<file path="config.mk">
export PLATFORM = sky130hd
export DESIGN_NAME = vfsm_ctrl
export DESIGN_NICKNAME = d
export VERILOG_FILES = /design/src/rtl/vfsm_pkg.sv /design/src/rtl/vfsm_ctrl.sv
export SDC_FILE = /design/constraint.sdc
export NUM_CORES = 1
export LEC_CHECK = 0
export ABC_AREA = 1
export BUFFER_PORTS_ARGS = -buffer_cell sky130_fd_sc_hd__buf_2
export CELL_PAD_IN_SITES_DETAIL_PLACEMENT = 1
export CELL_PAD_IN_SITES_GLOBAL_PLACEMENT = 1
export CORE_AREA = 2 2 39 41
export CTS_CLUSTER_SIZE = 40
export DETAILED_ROUTE_END_ITERATION = 10
export DIE_AREA = 0 0 41 43
export MAX_ROUTING_LAYER = met4
export PLACE_DENSITY_LB_ADDON = 0.1
export SLEW_MARGIN = 20
export SYNTH_ARGS = -nofsm -noshare
export SYNTH_HDL_FRONTEND = slang
export SYNTH_SLANG_ARGS = --single-unit
</file>
<file path="constraint.sdc">
create_clock -name clk_i -period 1.3 [get_ports clk_i]
set_clock_uncertainty 0.15 [all_clocks]
set_input_delay 0.065 -clock clk_i [delete_from_list [all_inputs] [get_ports clk_i]]
set_output_delay 0.065 -clock clk_i [all_outputs]
set_load 0.02 [all_outputs]
</file>
<file path="src/rtl/vfsm_pkg.sv">
`timescale 1ns / 1ps
// ----------------------------------------------------------------------------
// vfsm_pkg
// types and constants shared by the frame stream monitor modules
// ----------------------------------------------------------------------------
package vfsm_pkg;

  localparam int unsigned TsW    = 32;
  localparam int unsigned BytesW = 24;
  localparam int unsigned QpW    = 6;
  localparam int unsigned SfW    = 4;
  localparam int unsigned RateW  = 40;
  localparam int unsigned CntW   = 9;
  localparam int unsigned NumW   = 64;

  localparam logic [RateW-1:0] RateMax = {RateW{1'b1}};
  localparam logic [23:0] UsBits = 24'd8000000;

  localparam logic [1:0] RegWindow = 2'd0;
  localparam logic [1:0] RegGap    = 2'd1;
  localparam logic [1:0] RegQp     = 2'd2;
  localparam logic [1:0] RegSpike  = 2'd3;

  typedef enum logic [2:0] {
    StIdle,
    StWrite,
    StScan,
    StMul,
    StDiv,
    StOut
  } state_e;

  typedef struct packed {
    logic load;
    logic store;
    logic scan_start;
    logic scan_step;
    logic mul;
    logic div_step;
    logic finish;
  } ctrl_t;

  typedef struct packed {
    logic scan_done;
    logic div_done;
    logic out_busy;
  } stat_t;

endpackage

</file>
<file path="src/rtl/vfsm_ctrl.sv">
`timescale 1ns / 1ps
// ----------------------------------------------------------------------------
// vfsm_ctrl
// sequencer for store, window scan, multiply and serial divide
// ----------------------------------------------------------------------------
module vfsm_ctrl
  import vfsm_pkg::*;
(
  input  logic  clk_i,
  input  logic  rst_ni,
  input  logic  in_valid_i,
  output logic  in_ready_o,
  input  stat_t stat_i,
  output ctrl_t ctrl_o
);

  state_e state_q, state_d;

  always_ff @(posedge clk_i or negedge rst_ni) begin
    if (!rst_ni) begin
      state_q <= StIdle;
    end else begin
      state_q <= state_d;
    end
  end

  always_comb begin
    state_d = state_q;
    case (state_q)
      StIdle:  if (in_valid_i) state_d = StWrite;
      StWrite: state_d = StScan;
      StScan:  if (stat_i.scan_done) state_d = StMul;
      StMul:   state_d = StDiv;
      StDiv:   if (stat_i.div_done) state_d = StOut;
      StOut:   if (!stat_i.out_busy) state_d = StIdle;
      default: state_d = StIdle;
    endcase
  end

  always_comb begin
    ctrl_o     = '0;
    in_ready_o = 1'b0;
    case (state_q)
      StIdle: begin
        in_ready_o   = 1'b1;
        ctrl_o.load  = in_valid_i;
      end
      StWrite: begin
        ctrl_o.store      = 1'b1;
        ctrl_o.scan_start = 1'b1;
      end
      StScan:  ctrl_o.scan_step = 1'b1;
      StMul:   ctrl_o.mul = 1'b1;
      StDiv:   ctrl_o.div_step = 1'b1;
      StOut:   ctrl_o.finish = !stat_i.out_busy;
      default: ctrl_o = '0;
    endcase
  end

  always_ff @(posedge clk_i or negedge rst_ni) begin
    if (!rst_ni) begin
    end else begin
      assert (!(state_q == StIdle && state_d == StWrite) || in_valid_i)
        else $error("start without request");
    end
  end

  a_ready_idle: assert property (@(posedge clk_i) disable iff (!rst_ni)
    in_ready_o |-> state_q == StIdle)
    else $error("ready outside idle");
  a_load_next: assert property (@(posedge clk_i) disable iff (!rst_ni)
    ctrl_o.load |=> state_q == StWrite)
    else $error("load not followed by write");
  a_div_after_mul: assert property (@(posedge clk_i) disable iff (!rst_ni)
    ctrl_o.mul |=> state_q == StDiv)
    else $error("multiply not followed by divide");

endmodule

</file>
### After elaboration in Yosys (flattened, before gate mapping)

Index checks and enable logic that the tools add are counted.

| word-level totals | value |
|---|---|
| register bits after elaboration | 3 |
| memories kept | 0 |
| logic and storage cells | 25 |
| ROM bits | 0 |
| memory bits (writable) | 0 |
| input port bits | 6 |
| bits in latches | 0 |

| operators by class | value |
|---|---|
| add/sub/neg operators | 0 |
| bitwise gates (word level) | 0 |
| reductions and logical operators | 3 |
| $lt $le $gt $ge | 0 |
| div/mod/pow operators | 0 |
| mux-type cells | 12 |
| equality and inequality tests | 9 |
| multiply operators | 0 |
| shifts and indexed selects | 0 |

Operators by type and width:

| kind | count |
|---|---|
| $pmux W3 S6 | 1 |
| $mux W3 | 4 |
| $ne A2 B2 Y1 const B | 4 |
| $eq A3 B2 Y1 const B | 2 |
| $eq A3 B3 Y1 const B | 2 |
| $mux W1 | 6 |
| $reduce_and A4 Y1 | 1 |
| $eq A3 B1 Y1 const B | 1 |
| $logic_not A3 Y1 | 1 |
| $mux W2 | 1 |
| $logic_not A1 Y1 | 1 |

### Depth between registers and ports, before layout

Gate-level depths: netlist (run 1).

| logic depth | value |
|---|---|
| depth after elaboration | 3 |
| mapped depth | 7 |
| gate-level depth less buffers | 6 |

### Worst setup path after synthesis (run 1)

OpenSTA, ideal clock, no wires.

| timing path | value |
|---|---|
| kind | register -> output |
| from | reg state_q[2] |
| to | out ctrl_o[5] in the netlist's numbering |
| stages on the path, launching flop included | 6 |
| arrival time | 1.166 ns |
| setup slack | -0.081 ns |
| cells stage by stage | dfrtp_1 > buf_6 > inv_2 > nand2_1 > nor2_1 > buf_4 |

RTL lines:

| what | RTL line | source |
|---|---|---|
| start: declaration | vfsm_ctrl.sv:17 | `state_e state_q, state_d;` |
| start signal: assignment | vfsm_ctrl.sv:21 | `state_q <= StIdle;` |
| start signal: assignment | vfsm_ctrl.sv:23 | `state_q <= state_d;` |
| end: declaration | vfsm_ctrl.sv:14 | `output ctrl_t ctrl_o` |

==> flow_summary.yaml, run 1 <==
final_layout:
  diodes: 0
  fin_util_pct: 36.6
  top_regs: "state_q x3"
  regMostFlops: "state_q"
  mostFrequentLayoutCells: "buf_4 (12), nand2_1 (6), buf_2 (6), buf_6 (6), nor2_4 (4)"
  syn2layout_area_growth_pct: 113
  fin_nets: 70
  final_common_cell: "buf_4"
  design_area_sq_um: 507
  drive_above_1_share_pct: 65.1
  largest_register_ffs: 3
clocking:
  clock-root-buffer: "clkbuf_4"
  clkTransAtPathRegs_ps: 40
  cts.sinks: 3
  numCtsBuffers: 3
  insertion_delay_ps: 230
  clockBufferDepth: 2
  cts_tree: "built"
  htreeDepth: 1
pwr:
  max-vdd-ir-drop_mv: 0.816
  p_total_mw: 1.35
  power.density_nw_per_um2: 2670
  power.leakage_nw: 0.255
logic_synthesis:
  synth_cell_types: 17
  synthFlopType: "dfrtp_1"
  yosys_warnings: 0
  syn_area_sq_um: 238
  synth.net_count: 42
  synth-edff-count: 0
  async_flop_share_pct: 100
  seq_area_frac_synth_pct: 31.6
  syn_inst: 36
  syn_avg_cell_area_sq_um: 6.60
  synth_seq_cells: 3
routing:
  ant_nets: 0
  drc: 0
  drtPass1Iterations: 2
  viasPerCell: 4.27
  wl_per_cell_um: 10.9
  via_count: 337
  postRouteWirelength_um: 860
  drt_iter0_markers: 1
sta:
  final-hold-violation-count: 0
  slew_headroom_pct: 88.5
  max_freq_mhz: 713
  setup_tns_ps: -323
  tightest_slew_ps: 172
  slew_viol_final: 0
  setup_violations: 7
  rsz0062_at_grt: "yes"
  fin_crit_ps: 1400
  post-route-period-util_pct: 108
  fin_ws_ps: -103
global_route:
  grt_max_degree: 7
  grt_pass1_wl_mm: 1.38
  grt_overflow: 0
  antenna_found_initial: 0
  grt_util_met1_pct: 14.5
  use_met3_pct: 1.57
  grt_use_met2_pct: 17.5
  grt_pass1_vias: 338
  grt_use_total_pct: 11.9
  top_usage_layer: "met2"
run_status:
  violations: "negative setup slack"
  status: "finished with violations"
floorplanning:
  dieArea_sq_um: 1760
  dieHeight_um: 43
  std_cell_rows: 14
  io_pins: 14
  initial_core_util_pct: 17.2
  core_sq_um: 1380
  die_x_um: 41
placement:
  place.gp.congestion: 0.748
  port_buffers: 13
  placed_area_sq_um: 327
  dpl.hpwl_um: 565
worst_hold_path:
  hold_path.class: "in2async"
setup_path:
  crit_path_end_kind: "primary output"
  cp.required_ps: 1090
  critPathKind: "reg2out"
  critPathLaunchType: "flip-flop"
  critPathArrivalTime_ps: 1190
  path_max_fanout: 6
run:
  maxCapViolations: 0
==> kinds of logic after synthesis <==
| logic type | share of synthesized area (%) |
|---|---|
| AOI/OAI and AO/OA | 8.95 |
| buffers and inverters | 14.2 |
| and+or+nand+nor | 45.3 |
| DFF | 31.6 |
==> worst max-delay path, stage by stage (launching register included) <==
cell and delay, ps:
dfrtp_2 450, or2_1 260, nor2_1 100, buf_4 150
==> final cells by class <==
type / instances / area, sq um
Clock buffer: 4 / 26.3
Fill cell: 178 / 877
Inverter: 4 / 17.5
Multi-Input combinational cell: 27 / 166
Sequential cell: 3 / 78.8
Tap cell: 16 / 20.0
Timing Repair Buffer: 25 / 198
==> per-layer routing <==
layer / vias to the layer above / part of all wire [%]
met4: 0 / 0
met5: - / 0
li1: 169 / -
met2: 7 / 55
met3: 0 / 3.0
met1: 161 / 42
==> report_power, final <==
| part | total, mW | internal [mW] | leakage (nW) | switching, mW |
|---|---|---|---|---|
| registers | 0.227 | 0.144 | 0.0340 | 0.0830 |
| logic | 0.967 | 0.479 | 0.206 | 0.488 |
| clock network | 0.161 | 0.115 | 0.0150 | 0.0461 |
==> synthesized netlist by cell type (2+ instances only) <==
master / count / share of area (%)
nor2_1: 7 / 11
nor3_1: 2 / 4.2
inv_1: 2 / 3.2
dfrtp_1: 3 / 32
nand2_1: 7 / 11
nand3b_1: 2 / 6.3
inv_2: 2 / 3.2
a21oi_1: 2 / 4.2
==> per-stage QoR <==
stage               std cells  setup slack (ps)  hold WS (ps)
finish                     79              -103          7.77
global route               79              -133          15.7
CTS                        78             -92.4         0.718
detailed placement         65              9.00          -284
global placement           65              15.7          -290
floorplan                  36              32.2          -381
==> path summary, 6_finish.rpt <==
kind	from	end	slack, ps	depth (start not counted)
hold reg to reg	state_q[2]	state_q[0]	490	3
setup / recovery	state_q[0]	ctrl_o[3]	-100	3
min in group clk_i	stat_i[2]	state_q[2]	130	5
setup reg to reg	state_q[1]	state_q[2]	-10	7
hold / removal	rst_ni	state_q[2]	8	2
max in group asynchronous	rst_ni	state_q[0]	870	2
==> repair_timing <==
action,CTS,global route
pin swaps,1,2
hold buffers,1,0
setup endpoints to repair,10,10
resized for setup,14,12
buffers inserted,8,1
cloned,0,0
endpoints found under the hold margin,3,0
No activity file was read; power rests on OpenSTA's default activity.
==> run 2, diff against run 1 <==
==> constraint.sdc (replaced) <==
create_clock -name clk_i -period 1.3 [get_ports clk_i]
set_clock_uncertainty 0.15 [all_clocks]
set_input_delay 0.26 -clock clk_i [delete_from_list [all_inputs] [get_ports clk_i]]
set_output_delay 0.26 -clock clk_i [all_outputs]
set_load 0.02 [all_outputs]
==> run 2 against run 1 <==
- the flow still finishes with violations (negative setup slack)
- via count grew 3.3%
- critical path type unchanged
- highest routed layer unchanged
- die area is the same
- worst hold slack gained 200 ps
- wire length grew 12%
- non-clock buffer count grew 4
- critical path depth grew 1
- largest cell class unchanged
- flip-flop and latch count is the same
==> flow_summary.yaml, run 2 (synthesized netlist as in run 1, its figures left out) <==
pwr:
  power.leakage_nw: 0.283
  clock_power_share_pct: 10.3
  power.density_nw_per_um2: 2720
  intPower_mw: 0.850
  switching_power_mw: 0.699
  netSwitchingFraction_pct: 45.1
  comb_power_share_pct: 77.1
  power_frac_seq_pct: 12.6
  max-vdd-ir-drop_mv: 0.671
setup_path:
  cp-endpoint: "ctrl_o[3]"
  critPathKind: "reg2out"
  path_cells: "inv_2 > or2_4 > nor2_4 > buf_6"
  max_stage_delay_ps: 410
  cp_num_buf_inv: 2
  reg2reg_depth: 7
  cp.required_ps: 890
  reg2reg_to: "state_q[0]"
  critPathArrivalTime_ps: 1160
  crit_family: "flip-flops"
  crit_path_start: "state_q[1]"
  crit_path_end_kind: "primary output"
  worstReg2RegStart: "state_q[0]"
  critPathSlowestCell: "dfrtp_1"
  critPathLaunchType: "flip-flop"
  rrSetupSlack_ps: -20
  cp_num_cells: 4
  path_max_fanout: 4
global_route:
  grt_use_total_pct: 10.7
  grt_max_degree: 8
  grt_overflow: 0
  grt_pass1_vias: 300
  grt_pass1_wl_mm: 1.24
  antenna_found_initial: 0
routing:
  drt_iter0_markers: 0
  drc: 0
  drtPass1Iterations: 1
  wl_per_cell_um: 11.6
  ant_nets: 0
  via_count: 348
  viasPerCell: 4.19
  postRouteWirelength_um: 959
final_layout:
  fin_nets: 74
  mostFrequentLayoutCells: "buf_4 (16), buf_6 (7), nand2_1 (5), buf_2 (5), nor2_4 (4)"
  fill_cells: 168
  regMostFlops: "state_q"
  drive_above_1_share_pct: 71.6
  syn2layout_area_growth_pct: 139
  largest_register_ffs: 3
  diodes: 0
  final_cells: 83
  top_regs: "state_q x3"
  final_common_cell: "buf_4"
sta:
  hold_slack_ps: 203
  post-route-period-util_pct: 121
  slew_viol_final: 0
  setup_violations: 10
  slew_headroom_pct: 89.1
  fin_crit_ps: 1570
  final-hold-violation-count: 0
  rsz0062_at_grt: "yes"
  max_freq_mhz: 638
  tightest_slew_ps: 163
  fin_ws_ps: -268
clocking:
  cts_tree: "built"
  clock-root-buffer: "clkbuf_4"
  htreeDepth: 1
  clockBufferDepth: 2
  cts.sinks: 3
  insertion_delay_ps: 230
  numCtsBuffers: 3
  clkTransAtPathRegs_ps: 40
floorplanning:
  dieArea_sq_um: 1760
  io_pins: 14
  dieHeight_um: 43
  std_cell_rows: 14
  initial_core_util_pct: 17.2
  core_sq_um: 1380
  die_x_um: 41
run_status:
  status: "finished with violations"
  violations: "negative setup slack"
placement:
  dpl.hpwl_um: 663
  place.gp.congestion: 0.789
  dp.cells: 73
  port_buffers: 13
worst_hold_path:
  hold_path.class: "in2async"
run:
  maxCapViolations: 0
-- run 2: how the worst min path moves through the flow --
stage	from	endpoint	cells after the start
after floorplan	rst_ni	state_q[0]	0
after global placement	rst_ni	state_q[1]	1
after detailed placement	rst_ni	state_q[0]	1
after CTS	rst_ni	state_q[1]	2
after global routing	rst_ni	state_q[1]	2
final	rst_ni	state_q[1]	2
-- run 2: stage by stage --
| step | TNS, ps | worst slack (ps) | utilization (%) | total power, mW | cell area, sq um |
|---|---|---|---|---|---|
| detailed placement | -93.8 | -39.3 | 29.0 | 1.00 | 402 |
| CTS | -1790 | -271 | 36.0 | 1.33 | 498 |
| floorplan | -407 | -110 | - | 0.657 | 260 |
| finish | -1790 | -268 | 41.1 | 1.55 | 569 |
| global route | -2440 | -325 | 41.1 | 1.66 | 569 |
| global placement | -57.1 | -37.3 | 29.0 | 0.983 | 402 |
-- run 2: final cells by class --
cell class / count / area [sq um] / area share (%)
well taps: 16 / 20.0 / 3.52
repair buffers: 29 / 234 / 41.1
flip-flops and latches: 3 / 76.3 / 13.4
inverters: 4 / 15.0 / 2.64
clock buffers: 4 / 26.3 / 4.62
multi-input cells: 27 / 198 / 34.7
-- run 2: power groups by stage --
| stage | Sequential, mW | Clock (mW) | Combinational [mW] |
|---|---|---|---|
| 4_1_cts | 0.180 | 0.169 | 0.979 |
| 6_report | 0.196 | 0.159 | 1.19 |
| 2_1_floorplan | 0.184 | 0 | 0.473 |
| 3_3_place_gp | 0.178 | 0 | 0.806 |
| 3_5_place_dp | 0.181 | 0 | 0.819 |
| 5_1_grt | 0.201 | 0.180 | 1.28 |
-- run 2: timing repair --
action	in CTS	in global routing
pin swaps	4	6
hold buffers	1	0
endpoints found under the setup margin	9	10
resized for setup	12	17
setup buffers	3	4
endpoints found under the hold margin	3	0
-- run 2: per-layer routing --
layer	up-vias	wire (um)	part of all wire, %	global-route usage [%]
li1	178	-	-	-
met1	161	392	41	12.6
met2	9	528	55	17.5
met3	0	38	4.0	3.14
met4	0	0	0	2.00
met5	-	0	0	-
